==> config.mk <==
export PLATFORM = sky130hd
export DESIGN_NAME = positional_array_list
export DESIGN_NICKNAME = d
export VERILOG_FILES = /design/src/design/pal_pkg.sv /design/src/design/pal_ctrl.sv /design/src/design/pal_dp.sv /design/src/design/positional_array_list.sv
export SDC_FILE = /design/constraint.sdc
export NUM_CORES = 1
export LEC_CHECK = 0
export BUFFER_PORTS_ARGS = -buffer_cell sky130_fd_sc_hd__buf_4
export CORE_MARGIN = 8
export CORE_UTILIZATION = 45
export CTS_CLUSTER_SIZE = 10
export DETAILED_ROUTE_END_ITERATION = 7
export GPL_ROUTABILITY_DRIVEN = 1
export GPL_TIMING_DRIVEN = 0
export MAX_ROUTING_LAYER = met4
export PLACE_DENSITY = 0.61
export SYNTH_ARGS = -nofsm -noshare
export SYNTH_HDL_FRONTEND = slang
export SYNTH_SLANG_ARGS = --single-unit
==> constraint.sdc <==
create_clock -name clk -period 4.1 [get_ports clk]
set_clock_uncertainty 0.1 [all_clocks]
set_input_delay 1.025 -clock clk [delete_from_list [all_inputs] [get_ports clk]]
set_output_delay 1.025 -clock clk [all_outputs]
set_load 0.05 [all_outputs]
==> src/design/pal_pkg.sv <==
// shared types, codes and field widths for the positional array list
package pal_pkg;

  localparam int DEPTH_DEF      = 16;
  localparam int ITEM_WIDTH_DEF = 16;

  localparam int OP_W     = 3;
  localparam int POS_W    = 8;
  localparam int VAL_W    = 16;
  localparam int STAT_W   = 2;
  localparam int IN_BITS  = OP_W + POS_W + VAL_W;
  localparam int IN_TDATA_W = ((IN_BITS + 7) / 8) * 8;

  localparam logic [OP_W-1:0] OP_INSERT   = 3'd0;
  localparam logic [OP_W-1:0] OP_DELETE   = 3'd1;
  localparam logic [OP_W-1:0] OP_RETRIEVE = 3'd2;
  localparam logic [OP_W-1:0] OP_REPLACE  = 3'd3;
  localparam logic [OP_W-1:0] OP_CLEAR    = 3'd4;

  localparam logic [STAT_W-1:0] ST_OK     = 2'd0;
  localparam logic [STAT_W-1:0] ST_FULL   = 2'd1;
  localparam logic [STAT_W-1:0] ST_EMPTY  = 2'd2;
  localparam logic [STAT_W-1:0] ST_BADPOS = 2'd3;

  // memory address sources
  localparam logic [1:0] ADDR_PTR    = 2'd0;
  localparam logic [1:0] ADDR_PTR_M1 = 2'd1;
  localparam logic [1:0] ADDR_POS_M1 = 2'd2;

  typedef struct packed {
    logic       load;
    logic       st_latch;
    logic       ptr_from_count;
    logic       ptr_from_pos;
    logic       ptr_dec;
    logic       ptr_inc;
    logic       rd_en;
    logic [1:0] rd_sel;
    logic       wr_en;
    logic [1:0] wr_sel;
    logic       wr_val;
    logic       capture;
    logic       count_inc;
    logic       count_dec;
    logic       count_clr;
    logic       out_load;
  } pal_cmd_t;

  typedef struct packed {
    logic [OP_W-1:0] op;
    logic            err;
    logic            ptr_ge_pos;
    logic            ptr_lt_count;
    logic            out_free;
  } pal_stat_t;

endpackage

==> src/design/pal_ctrl.sv <==
// request sequencer: steps the datapath through each operation
module pal_ctrl (
  input  logic              clk,
  input  logic              rst,
  input  logic              in_valid,
  output logic              in_ready,
  input  pal_pkg::pal_stat_t stat,
  output pal_pkg::pal_cmd_t  cmd
);

  localparam logic [3:0] S_IDLE     = 4'd0;
  localparam logic [3:0] S_CHECK    = 4'd1;
  localparam logic [3:0] S_INS_TEST = 4'd2;
  localparam logic [3:0] S_INS_WR   = 4'd3;
  localparam logic [3:0] S_DEL_CAP  = 4'd4;
  localparam logic [3:0] S_DEL_TEST = 4'd5;
  localparam logic [3:0] S_DEL_WR   = 4'd6;
  localparam logic [3:0] S_RET_CAP  = 4'd7;
  localparam logic [3:0] S_FINISH   = 4'd8;

  logic [3:0] state;
  logic [3:0] state_next;

  assign in_ready = (state == S_IDLE) && !rst;

  always_ff @(posedge clk) begin
    if (rst) begin
      state <= S_IDLE;
    end else begin
      state <= state_next;
    end
  end

  always_comb begin
    cmd        = '0;
    state_next = state;
    case (state)
      S_IDLE: begin
        if (in_valid) begin
          cmd.load   = 1'b1;
          state_next = S_CHECK;
        end
      end
      S_CHECK: begin
        cmd.st_latch = 1'b1;
        state_next   = S_FINISH;
        if (!stat.err) begin
          case (stat.op)
            pal_pkg::OP_INSERT: begin
              cmd.ptr_from_count = 1'b1;
              state_next         = S_INS_TEST;
            end
            pal_pkg::OP_DELETE: begin
              cmd.rd_en        = 1'b1;
              cmd.rd_sel       = pal_pkg::ADDR_POS_M1;
              cmd.ptr_from_pos = 1'b1;
              state_next       = S_DEL_CAP;
            end
            pal_pkg::OP_RETRIEVE: begin
              cmd.rd_en  = 1'b1;
              cmd.rd_sel = pal_pkg::ADDR_POS_M1;
              state_next = S_RET_CAP;
            end
            pal_pkg::OP_REPLACE: begin
              cmd.wr_en  = 1'b1;
              cmd.wr_sel = pal_pkg::ADDR_POS_M1;
              cmd.wr_val = 1'b1;
            end
            pal_pkg::OP_CLEAR: begin
              cmd.count_clr = 1'b1;
            end
            default: begin
            end
          endcase
        end
      end
      S_INS_TEST: begin
        if (stat.ptr_ge_pos) begin
          cmd.rd_en  = 1'b1;
          cmd.rd_sel = pal_pkg::ADDR_PTR_M1;
          state_next = S_INS_WR;
        end else begin
          // pointer has reached the gap at pos-1
          cmd.wr_en     = 1'b1;
          cmd.wr_sel    = pal_pkg::ADDR_PTR;
          cmd.wr_val    = 1'b1;
          cmd.count_inc = 1'b1;
          state_next    = S_FINISH;
        end
      end
      S_INS_WR: begin
        cmd.wr_en   = 1'b1;
        cmd.wr_sel  = pal_pkg::ADDR_PTR;
        cmd.ptr_dec = 1'b1;
        state_next  = S_INS_TEST;
      end
      S_DEL_CAP: begin
        cmd.capture = 1'b1;
        state_next  = S_DEL_TEST;
      end
      S_DEL_TEST: begin
        if (stat.ptr_lt_count) begin
          cmd.rd_en  = 1'b1;
          cmd.rd_sel = pal_pkg::ADDR_PTR;
          state_next = S_DEL_WR;
        end else begin
          cmd.count_dec = 1'b1;
          state_next    = S_FINISH;
        end
      end
      S_DEL_WR: begin
        cmd.wr_en   = 1'b1;
        cmd.wr_sel  = pal_pkg::ADDR_PTR_M1;
        cmd.ptr_inc = 1'b1;
        state_next  = S_DEL_TEST;
      end
      S_RET_CAP: begin
        cmd.capture = 1'b1;
        state_next  = S_FINISH;
      end
      S_FINISH: begin
        if (stat.out_free) begin
          cmd.out_load = 1'b1;
          state_next   = S_IDLE;
        end
      end
      default: begin
        state_next = S_IDLE;
      end
    endcase
  end

endmodule

==> src/design/pal_dp.sv <==
// datapath: entry memory, count, shift pointer, request checks and result register
module pal_dp #(
  parameter int DEPTH      = pal_pkg::DEPTH_DEF,
  parameter int ITEM_WIDTH = pal_pkg::ITEM_WIDTH_DEF,
  localparam int CW        = $clog2(DEPTH + 1)
) (
  input  logic                        clk,
  input  logic                        rst,
  input  logic [pal_pkg::OP_W-1:0]    op,
  input  logic [pal_pkg::POS_W-1:0]   position,
  input  logic [pal_pkg::VAL_W-1:0]   item_value,
  input  pal_pkg::pal_cmd_t           cmd,
  output pal_pkg::pal_stat_t          stat,
  input  logic                        out_ready,
  output logic                        out_valid,
  output logic [pal_pkg::VAL_W-1:0]   item_out,
  output logic [pal_pkg::STAT_W-1:0]  status,
  output logic [CW-1:0]               count_out,
  output logic                        is_empty,
  output logic                        is_full
);

  localparam int AW = $clog2(DEPTH);
  localparam int PW = (CW > pal_pkg::POS_W) ? CW + 1 : pal_pkg::POS_W + 1;

  logic [ITEM_WIDTH-1:0]          mem [DEPTH];
  logic [pal_pkg::OP_W-1:0]       op_q;
  logic [pal_pkg::POS_W-1:0]      pos_q;
  logic [ITEM_WIDTH-1:0]          val_q;
  logic [pal_pkg::STAT_W-1:0]     req_status;
  logic [pal_pkg::STAT_W-1:0]     chk_status;
  logic [CW-1:0]                  count;
  logic [CW-1:0]                  ptr;
  logic [ITEM_WIDTH-1:0]          rdata;
  logic [pal_pkg::VAL_W-1:0]      item;

  logic [PW-1:0] pos_ext;
  logic [PW-1:0] cnt_ext;
  logic [PW-1:0] ptr_ext;
  logic [PW-1:0] pos_m1;
  logic [CW-1:0] ptr_m1;
  logic          pos_zero;
  logic          list_full;
  logic          list_empty;
  logic [AW-1:0] rd_addr;
  logic [AW-1:0] wr_addr;
  logic [ITEM_WIDTH-1:0] wr_data;

  assign pos_ext    = PW'(pos_q);
  assign cnt_ext    = PW'(count);
  assign ptr_ext    = PW'(ptr);
  assign pos_m1     = pos_ext - PW'(1);
  assign ptr_m1     = ptr - CW'(1);
  assign pos_zero   = (pos_q == '0);
  assign list_full  = (count == CW'(DEPTH));
  assign list_empty = (count == '0);

  // full and empty checks come before the position check
  always_comb begin
    chk_status = pal_pkg::ST_OK;
    case (op_q)
      pal_pkg::OP_INSERT: begin
        if (list_full) begin
          chk_status = pal_pkg::ST_FULL;
        end else if (pos_zero || pos_ext > cnt_ext + PW'(1)) begin
          chk_status = pal_pkg::ST_BADPOS;
        end
      end
      pal_pkg::OP_DELETE: begin
        if (list_empty) begin
          chk_status = pal_pkg::ST_EMPTY;
        end else if (pos_zero || pos_ext > cnt_ext) begin
          chk_status = pal_pkg::ST_BADPOS;
        end
      end
      pal_pkg::OP_RETRIEVE, pal_pkg::OP_REPLACE: begin
        if (pos_zero || pos_ext > cnt_ext) begin
          chk_status = pal_pkg::ST_BADPOS;
        end
      end
      default: begin
      end
    endcase
  end

  assign stat.op           = op_q;
  assign stat.err          = (chk_status != pal_pkg::ST_OK);
  assign stat.ptr_ge_pos   = (ptr_ext >= pos_ext);
  assign stat.ptr_lt_count = (ptr < count);
  assign stat.out_free     = !out_valid || out_ready;

  always_comb begin
    case (cmd.rd_sel)
      pal_pkg::ADDR_PTR:    rd_addr = ptr[AW-1:0];
      pal_pkg::ADDR_PTR_M1: rd_addr = ptr_m1[AW-1:0];
      default:              rd_addr = pos_m1[AW-1:0];
    endcase
    case (cmd.wr_sel)
      pal_pkg::ADDR_PTR:    wr_addr = ptr[AW-1:0];
      pal_pkg::ADDR_PTR_M1: wr_addr = ptr_m1[AW-1:0];
      default:              wr_addr = pos_m1[AW-1:0];
    endcase
    wr_data = cmd.wr_val ? val_q : rdata;
  end

  always_ff @(posedge clk) begin
    if (cmd.wr_en) begin
      mem[wr_addr] <= wr_data;
    end
    if (cmd.rd_en) begin
      rdata <= mem[rd_addr];
    end
  end

  always_ff @(posedge clk) begin
    if (cmd.load) begin
      op_q  <= op;
      pos_q <= position;
      val_q <= ITEM_WIDTH'(item_value);
      item  <= '0;
    end else if (cmd.capture) begin
      item <= pal_pkg::VAL_W'(rdata);
    end
    if (cmd.st_latch) begin
      req_status <= chk_status;
    end
    if (cmd.ptr_from_count) begin
      ptr <= count;
    end else if (cmd.ptr_from_pos) begin
      ptr <= CW'(pos_q);
    end else if (cmd.ptr_dec) begin
      ptr <= ptr_m1;
    end else if (cmd.ptr_inc) begin
      ptr <= ptr + CW'(1);
    end
  end

  always_ff @(posedge clk) begin
    if (rst) begin
      count <= '0;
    end else if (cmd.count_clr) begin
      count <= '0;
    end else if (cmd.count_inc) begin
      count <= count + CW'(1);
    end else if (cmd.count_dec) begin
      count <= count - CW'(1);
    end
  end

  always_ff @(posedge clk) begin
    if (rst) begin
      out_valid <= 1'b0;
    end else if (cmd.out_load) begin
      out_valid <= 1'b1;
    end else if (out_ready) begin
      out_valid <= 1'b0;
    end
  end

  always_ff @(posedge clk) begin
    if (cmd.out_load) begin
      item_out  <= item;
      status    <= req_status;
      count_out <= count;
      is_empty  <= list_empty;
      is_full   <= list_full;
    end
  end

endmodule

==> src/design/positional_array_list.sv <==
// top level of the positional array list: stream ports, sequencer and datapath
//
//  channel   dir  beat contents (tdata from bit 0 up)
//  --------  ---  ---------------------------------------------------------
//  s_axis    in   op[2:0], position[10:3], item_value[26:11], zero pad
//  m_axis    out  item_out[15:0], status[17:16], count_out, is_empty, is_full
//
// one request is worked at a time; s_tready is high only while idle and out of reset
// replace, clear, unused ops and errors go from the check straight to the result;
// retrieve reads and captures the entry first; insert shifts entries up from the end
// and delete captures the entry at p and shifts later ones down, each by a read then a write
// a stalled result holds the sequencer, and s_tready with it, until m_tready takes the beat
// synchronous reset empties the list; entry contents are not cleared
module positional_array_list #(
  parameter int DEPTH       = pal_pkg::DEPTH_DEF,
  parameter int ITEM_WIDTH  = pal_pkg::ITEM_WIDTH_DEF,
  localparam int CW         = $clog2(DEPTH + 1),
  localparam int OUT_BITS   = pal_pkg::VAL_W + pal_pkg::STAT_W + CW + 2,
  localparam int OUT_TDATA_W = ((OUT_BITS + 7) / 8) * 8
) (
  input  logic                          clk,
  input  logic                          rst,
  input  logic                          s_tvalid,
  output logic                          s_tready,
  // op, position, item_value
  input  logic [pal_pkg::IN_TDATA_W-1:0] s_tdata,
  output logic                          m_tvalid,
  input  logic                          m_tready,
  // item_out, status, count_out, is_empty, is_full
  output logic [OUT_TDATA_W-1:0]        m_tdata
);

  pal_pkg::pal_cmd_t  cmd;
  pal_pkg::pal_stat_t stat;

  logic [pal_pkg::OP_W-1:0]   op;
  logic [pal_pkg::POS_W-1:0]  position;
  logic [pal_pkg::VAL_W-1:0]  item_value;
  logic [pal_pkg::VAL_W-1:0]  item_out;
  logic [pal_pkg::STAT_W-1:0] status;
  logic [CW-1:0]              count_out;
  logic                       is_empty;
  logic                       is_full;

  // unpack the request beat
  assign op         = s_tdata[pal_pkg::OP_W-1:0];
  assign position   = s_tdata[pal_pkg::OP_W +: pal_pkg::POS_W];
  assign item_value = s_tdata[pal_pkg::OP_W + pal_pkg::POS_W +: pal_pkg::VAL_W];

  pal_ctrl u_ctrl (
    .clk      (clk),
    .rst      (rst),
    .in_valid (s_tvalid),
    .in_ready (s_tready),
    .stat     (stat),
    .cmd      (cmd)
  );

  pal_dp #(
    .DEPTH      (DEPTH),
    .ITEM_WIDTH (ITEM_WIDTH)
  ) u_dp (
    .clk        (clk),
    .rst        (rst),
    .op         (op),
    .position   (position),
    .item_value (item_value),
    .cmd        (cmd),
    .stat       (stat),
    .out_ready  (m_tready),
    .out_valid  (m_tvalid),
    .item_out   (item_out),
    .status     (status),
    .count_out  (count_out),
    .is_empty   (is_empty),
    .is_full    (is_full)
  );

  // pack the result beat, zero filled to whole bytes
  assign m_tdata = OUT_TDATA_W'({is_full, is_empty, count_out, status, item_out});

endmodule

# After elaboration in Yosys (flattened, before gate mapping)
# Memory sizes are Yosys's and may differ from the RTL's. A register that Yosys moved wholly into a read port is not among the register bits.
# Index checks and enable logic that the tools add are counted.
# word_totals
n_memories	1
inputBits	36
mem_bits_ro	0
wordCells	116
mem_bits_rw	256
latch_bits	0
register_bits	85
# classes
addsub	6
n_eq_ne	17
n_mux	52
shift	0
mul	0
div_mod_pow	0
n_lt_le_gt_ge	4
bitwise	0
n_reduce_logical	22
# memory_table
memory	depth	width	read_ports	rd_ports_with_merged_regs	write_ports	line_no	rtl
u_dp.mem	16	16	1	1	1	pal_dp.sv:26	logic [ITEM_WIDTH-1:0] mem [DEPTH];
# op_table
op	n
one-hot mux 4 bit (8 select lines)	1
two-way mux 5 bit	6
two-way mux 4 bit	7
two-way mux 1 bit	20
== test 4 x 3 -> 1 bit (second input constant)	4
two-way mux 16 bit	1
one-hot mux 4 bit (2 select lines)	2
two-way mux 3 bit	4
one-hot mux 3 bit (4 select lines)	1
one-hot mux 4 bit (3 select lines)	1
adder 5 x 1 -> 5 bit (second input constant)	2
two-way mux 2 bit	5
OR reduction 2 bit	5
subtractor 5 x 1 -> 5 bit (second input constant)	2
one-hot mux 3 bit (3 select lines)	1
== test 4 x 2 -> 1 bit (second input constant)	2
greater-or-equal comparator 5 x 8 -> 1 bit	1
greater-than comparator 8 x 5 -> 1 bit	1
greater-than comparator 8 x 6 -> 1 bit	1
zero test 8 bit	1
two-way mux 7 bit	1
adder 5 x 1 -> 6 bit (second input constant)	1
== test 3 x 2 -> 1 bit (second input constant)	2
one-hot mux 2 bit (3 select lines)	1
other kinds (20)	28

# Depth between registers and ports, before layout
# logic_depth
depth_word	11
ltp_mapped	17
depth_no_buf	13

# Hierarchy
# A second synthesis with hierarchy kept.
# unflattened
cells_unflattened	1011
hier_area_um2	15307.2
# by_module_without_submodules
module	cells_per_inst	area_per_inst_um2	instances	seq_area_each_um2
pal_dp	936	14742.9	1	10380.0
pal_ctrl	65	493.0	1	80.1
positional_array_list	10	71.3	1	0.0

# Worst setup path before layout
# OpenSTA, ideal clock, no wires.
# synth_path
kind	reg2reg
from	reg u_dp.count[1]
to	mem u_dp.mem[1][0] in the netlist's numbering, enable pin
path_slack_ns	0.013
arrival_time_ns	3.578
period_less_slack_ns	4.087
stages_incl_launch_ff	13
setup_time_ns	0.409
cell_sequence	dfxtp_1 > inv_1 > ha_1 > nor2b_1 > o211ai_1 > a21oi_1 > o21ai_1 > and4_1 > clkbuf_1 > or3_1 > o211ai_1 > nand2_1 > nor3_1
# synth_via
elab_chain_len	11
word_cells_on_any_way	20
cone_classes	add/sub: 1; order compare: 2; eq/ne: 2; mux: 10; reduce/logical: 5
# synth_rtl
item	line_no	rtl
start: declaration	pal_dp.sv:32	logic [CW-1:0] count;
start signal: assignment	pal_dp.sv:144	count <= count + CW'(1);
start signal: assignment	pal_dp.sv:146	count <= count - CW'(1);
adder 5 x 1 -> 6 bit	pal_dp.sv:65	end else if (pos_zero || pos_ext > cnt_ext + PW'(1)) begin
greater-than comparator 8 x 6 -> 1 bit	pal_dp.sv:65	
logical OR 1 bit	pal_dp.sv:65	
two-way mux 2 bit	pal_dp.sv:65	
two-way mux 2 bit	pal_dp.sv:63	if (list_full) begin
one-hot mux 2 bit (3 select lines) *	pal_dp.sv:61	case (op_q)
nonzero test 2 bit *	pal_dp.sv:87	assign stat.err = (chk_status != pal_pkg::ST_OK);
two-way mux 7 bit *	pal_ctrl.sv:47	if (!stat.err) begin
one-hot mux 3 bit (4 select lines) *	pal_ctrl.sv:37	case (state)
== test 2 x 1 -> 1 bit, or another cell as far along	pal_dp.sv:98	case (cmd.wr_sel)
one-hot mux 4 bit (2 select lines) / two-way mux 1 bit (equally long branches)	pal_dp.sv:98, pal_dp.sv:108	
end: declaration	pal_dp.sv:26	
# Every way passes the cells marked *; elsewhere a longest branch is shown, timed or not.

# Final worst setup path
# layout_path
from	reg u_dp.pos_q[0] in the netlist's numbering
to	mem u_dp.mem[1][7] in the netlist's numbering, enable pin
# layout_via
elab_chain_len	10
word_cells_on_any_way	21
cone_classes	add/sub: 1; order compare: 3; eq/ne: 1; mux: 11; reduce/logical: 5
# layout_rtl
item	line_no	rtl
start: declaration	pal_dp.sv:28	logic [pal_pkg::POS_W-1:0] pos_q;
start signal: assignment	pal_dp.sv:118	pos_q <= position;
greater-than comparator 8 x 5 -> 1 bit, or another cell as far along	pal_dp.sv:72, pal_dp.sv:77	
logical OR 1 bit, on equally long branches	pal_dp.sv:72, pal_dp.sv:77, pal_dp.sv:65	
two-way mux 2 bit, on equally long branches	pal_dp.sv:72, pal_dp.sv:77, pal_dp.sv:65	
two-way mux 2 bit, on equally long branches	pal_dp.sv:70, pal_dp.sv:63	
one-hot mux 2 bit (3 select lines)	pal_dp.sv:61	
nonzero test 2 bit	pal_dp.sv:87	
two-way mux 7 bit	pal_ctrl.sv:47	
one-hot mux 3 bit (4 select lines)	pal_ctrl.sv:37	
== test 2 x 1 -> 1 bit, or another cell as far along	pal_dp.sv:98	
one-hot mux 4 bit (2 select lines) / two-way mux 1 bit (equally long branches)	pal_dp.sv:98, pal_dp.sv:108	
# Parallel ways exist; a longest one is shown, timed or not.

==> run metrics <==
Worst R2R Setup Slack=approximately 170 ps; Placed Area=16400 um2; Psw=1.74 mW; initial core utilization=45.3%; internal power=about 6.2 mW; library cells used by synthesis=60; Netlist Area Pre-Place=15100 um2; overall fraction of global-route tracks in use=between 10% and 20%; Top Ports=70; hold buffer count at cts=0; Tightest Hold Check Type=register to register; r2r endpoint=u_dp.mem[1][7]; multi-input gate area in the final layout=~4400 um2; initial drt markers=between 700 and 800; clk sink count=357; actual slew at the worst max-slew pin=between 1000 and 1500 ps; Vias/cell=5.59; wire length per cell=21.6 um; CP max-delay cell=edfxtp_1; Core Footprint=around 33000 um2; Slew headroom=roughly a fifth; CP required=approximately 4300 ps; Post-synth EDFFs=331; IO Port Bufs=57; global-route wire length before repair=57800 um; Syn Inst Count=1129; Async S/R FF share, synth=0%; clock slew at reported path FFs=60 ps; clk root buf=clkbuf_16; layout cells sized above 1=20.4%; Worst setup EP type=register; status=complete, no violations; die area=39600 um2; worst-path maximum fanout=8; Layout area overhead=19.9%; Final Hold Viols=0; Final Setup Violations=0; critical path cell sequence=inv_1, ha_1, or4b_1, nand2_1, o21ai_1, and4_2, or3_1, o211ai_1, nand2_1, nor3_4, buf_6; Register-to-Register Path Depth=11; Synth Register Bits=357; worst min-delay path endpoint=u_dp.status[1]; post-synthesis sequential area ratio=69.3%; worst hold start=u_dp.req_status[1]; CP Launch Type=register; Avg Cell Area, Syn=~13 um2; Clock power frac=43.1%; leak pwr=about 6.4 nW; gr ovfl total=0; Pins Over Slew Limit=0; crit share post-route=around 96%; worst r2r src=u_dp.pos_q[0]; routed wire length=37800 um; maximum resistive drop on vdd=266 uV; Die Height=roughly 200 um; TritonCTS buffer count=42; RD Place Congestion=approximately 0.85; antenna-violating nets left=0; fillers=~2.7k; Arrival @ worst endpoint=4090 ps; Tot Pwr=7.91 mW; register area=roughly 10000 um2; CTS H-tree lvls=2; Crit path top cell by count=nand2_1; Comb power frac=~5.7%; initial antenna violation count=0; RSZ-0062 raised after global routing=false; Chip Width=around 200 um; Pwr Density=437 nW/um2; Post-route DRC=0; worst-skew pair later-pin latency=around 550 ps; CTS tree=done; max-cap violations=0; Final #Nets=~1.3k; row count=67; Reg power frac=a little over 50%; final instance area=roughly 18000 um2; critical path type=register to register; main flop type after synthesis=edfxtp_1; switch share=between 20 and 25%; Max clock buf depth=3; vias in the first global route=around 9.8k; Diodes inserted=0; Pre-antenna DRT Iters=4; hold depth=0; HPWL Detailed=roughly 26000 um; YS warnings=0; largest net degree at the start of global routing=26; fmax=0.254 GHz; Crit path largest cell delay=490 ps; Via Count=slightly below 10k; final critical-path required period=between 3000 and 4000 ps
## how the worst max path moves through the flow
| stage | startpoint | to | depth (start not counted) |
|---|---|---|---|
| after global placement | u_dp.count[1] | u_dp.mem[8][10] | 12 |
| final | u_dp.pos_q[0] | u_dp.mem[1][7] | 11 |
| after global routing | u_dp.pos_q[0] | u_dp.rdata[6] | 13 |
| after detailed placement | u_dp.count[1] | u_dp.mem[3][11] | 11 |
| after CTS | u_dp.count[1] | u_dp.mem[8][12] | 14 |
| after floorplan | u_dp.count[1] | u_dp.mem[1][0] | 12 |
## stage by stage
step           utilization [%]  hold WS [ps]  TNS (ps)  setup WS [ps]  std cells
2_1_floorplan                -           300         0           13.0       1135
3_3_place_gp              48.4           309   -340300          -1710       1640
3_5_place_dp              49.2           306   -145040           -860       1654
4_1_cts                   54.1           319      -310          -28.8       1744
5_1_grt                   54.4           337         0           6.13       1750
6_report                  54.4           317         0            168       1750
## kinds of logic after synthesis
family,count (synthesis),share of synthesized area (%)
other cells,1,0.0249
buf+inv,91,3.22
mux,46,3.21
compound gates,184,8.69
fa+ha+maj,30,2.54
simple gates,405,12.1
flops,357,69.3
xor+xnor,15,0.871
## what timing repair did
item / 4_1_cts / 5_1_grt
setup buffers: 20 / 9
setup endpoints to repair: 406 / 440
pin swaps: 13 / 3
gates resized for setup: 32 / 14
## placed cells by master, fill, tap and decap left out, types with 5 or more instances in the layout
master / netlist / routed
edfxtp_1: 331 / 331
nand2_1: 197 / 197
buf_4: 16 / 97
nand3_1: 86 / 86
a21oi_1: 48 / 46
nor2_1: 54 / 45
clkbuf_16: 0 / 42
clkbuf_1: 25 / 38
a32oi_1: 33 / 30
ha_1: 29 / 29
mux2i_1: 27 / 27
buf_2: 25 / 25
dfxtp_1: 26 / 25
a21boi_0: 20 / 20
mux2_2: 17 / 17
a22oi_1: 17 / 17
inv_1: 16 / 16
buf_6: 7 / 16
nor2b_1: 13 / 13
a21boi_1: 12 / 12
nor3_1: 17 / 9
xnor2_1: 9 / 9
o311ai_1: 16 / 9
nor3_4: 0 / 8
o311ai_2: 0 / 7
nor2_4: 0 / 7
conb_1: 1 / 7
clkbuf_2: 0 / 6
xor2_1: 6 / 6
a21o_1: 6 / 6
o21ai_1: 5 / 5
and2_1: 5 / 5
nand4_1: 5 / 5
buf_12: 0 / 5
## power groups by stage
stage                     combinational (mW)  sequential [mW]  clock [mW]
after floorplan                        0.233             4.15           0
after global placement                 0.399             4.13           0
after detailed placement               0.421             4.13           0
after CTS                              0.438             4.05        3.47
after global routing                   0.487             4.06        3.61
final                                  0.447             4.05        3.41
## worst max-delay path: cells and delay by family (launching register included)
family,cells,cell delay [ps]
adder cells (fa/ha/maj),1,200
AO/OA/AOI/OAI,2,340
flip-flops,1,490
buffers and inverters,2,450
AND/OR/NAND/NOR,6,2050
## registers in the layout, indices dropped and copies added, names as in the netlist
register / count
u_dp.op_q: 3
u_dp.pos_q: 8
u_dp.is_full: 1
u_dp.is_empty: 1
u_dp.ptr: 5
u_dp.item_out: 16
u_dp.rdata: 16
u_dp.item: 16
u_dp.count: 5
u_dp.req_status: 2
u_dp.val_q: 16
u_ctrl.state: 4
u_dp.status: 2
u_dp.mem: 256
u_dp.out_valid: 1
u_dp.count_out: 5
## synth_stat cells (all sizes together), types with 2 or more instances
| cell | n | area (um2) |
|---|---|---|
| edfxtp | 331 | 9940 |
| nor3b | 2 | 15.0 |
| a21o | 6 | 45.0 |
| clkbuf | 25 | 93.8 |
| and4 | 2 | 17.5 |
| or4b | 2 | 20.0 |
| o31ai | 3 | 22.5 |
| o21ai | 10 | 50.0 |
| nand3 | 86 | 430 |
| nand2b | 7 | 46.3 |
| ha | 29 | 363 |
| nor2b | 13 | 81.3 |
| a21boi | 32 | 240 |
| a31oi | 3 | 18.8 |
| nand2 | 197 | 739 |
| mux2 | 19 | 214 |
| xor2 | 6 | 52.6 |
| o311ai | 16 | 140 |
| dfxtp | 26 | 521 |
| inv | 16 | 60.1 |
| o211ai | 4 | 30.0 |
| nor3 | 17 | 85.1 |
| xnor2 | 9 | 78.8 |
| nand3b | 2 | 15.0 |
| and3 | 2 | 12.5 |
| or3 | 5 | 36.3 |
| buf | 50 | 332 |
| nand4 | 5 | 31.3 |
| and2 | 6 | 40.0 |
| nor2 | 55 | 209 |
| a211oi | 4 | 35.0 |
| mux2i | 27 | 270 |
| a32oi | 33 | 289 |
| a21oi | 48 | 240 |
| a22oi | 18 | 140 |
## cell type report
cell class | count | share of cell area, %
multi-input combinational | 687 | 24.4
inverter | 16 | 0.332
timing repair buffer | 100 | 5.10
clock inverter | 5 | 0.553
sequential | 357 | 57.8
tap | 448 | 3.10
clock buffer | 66 | 6.36
buffer | 71 | 2.31
## routing by layer
metal	GRT usage, %	share of wire [%]	vias up
met3	3.20	6.5	85
met1	25.4	42	4818
met5	-	0	-
met2	31.4	48	370
li1	-	-	4508
met4	6.64	3.1	0
(Power assumes the default switching activity.)
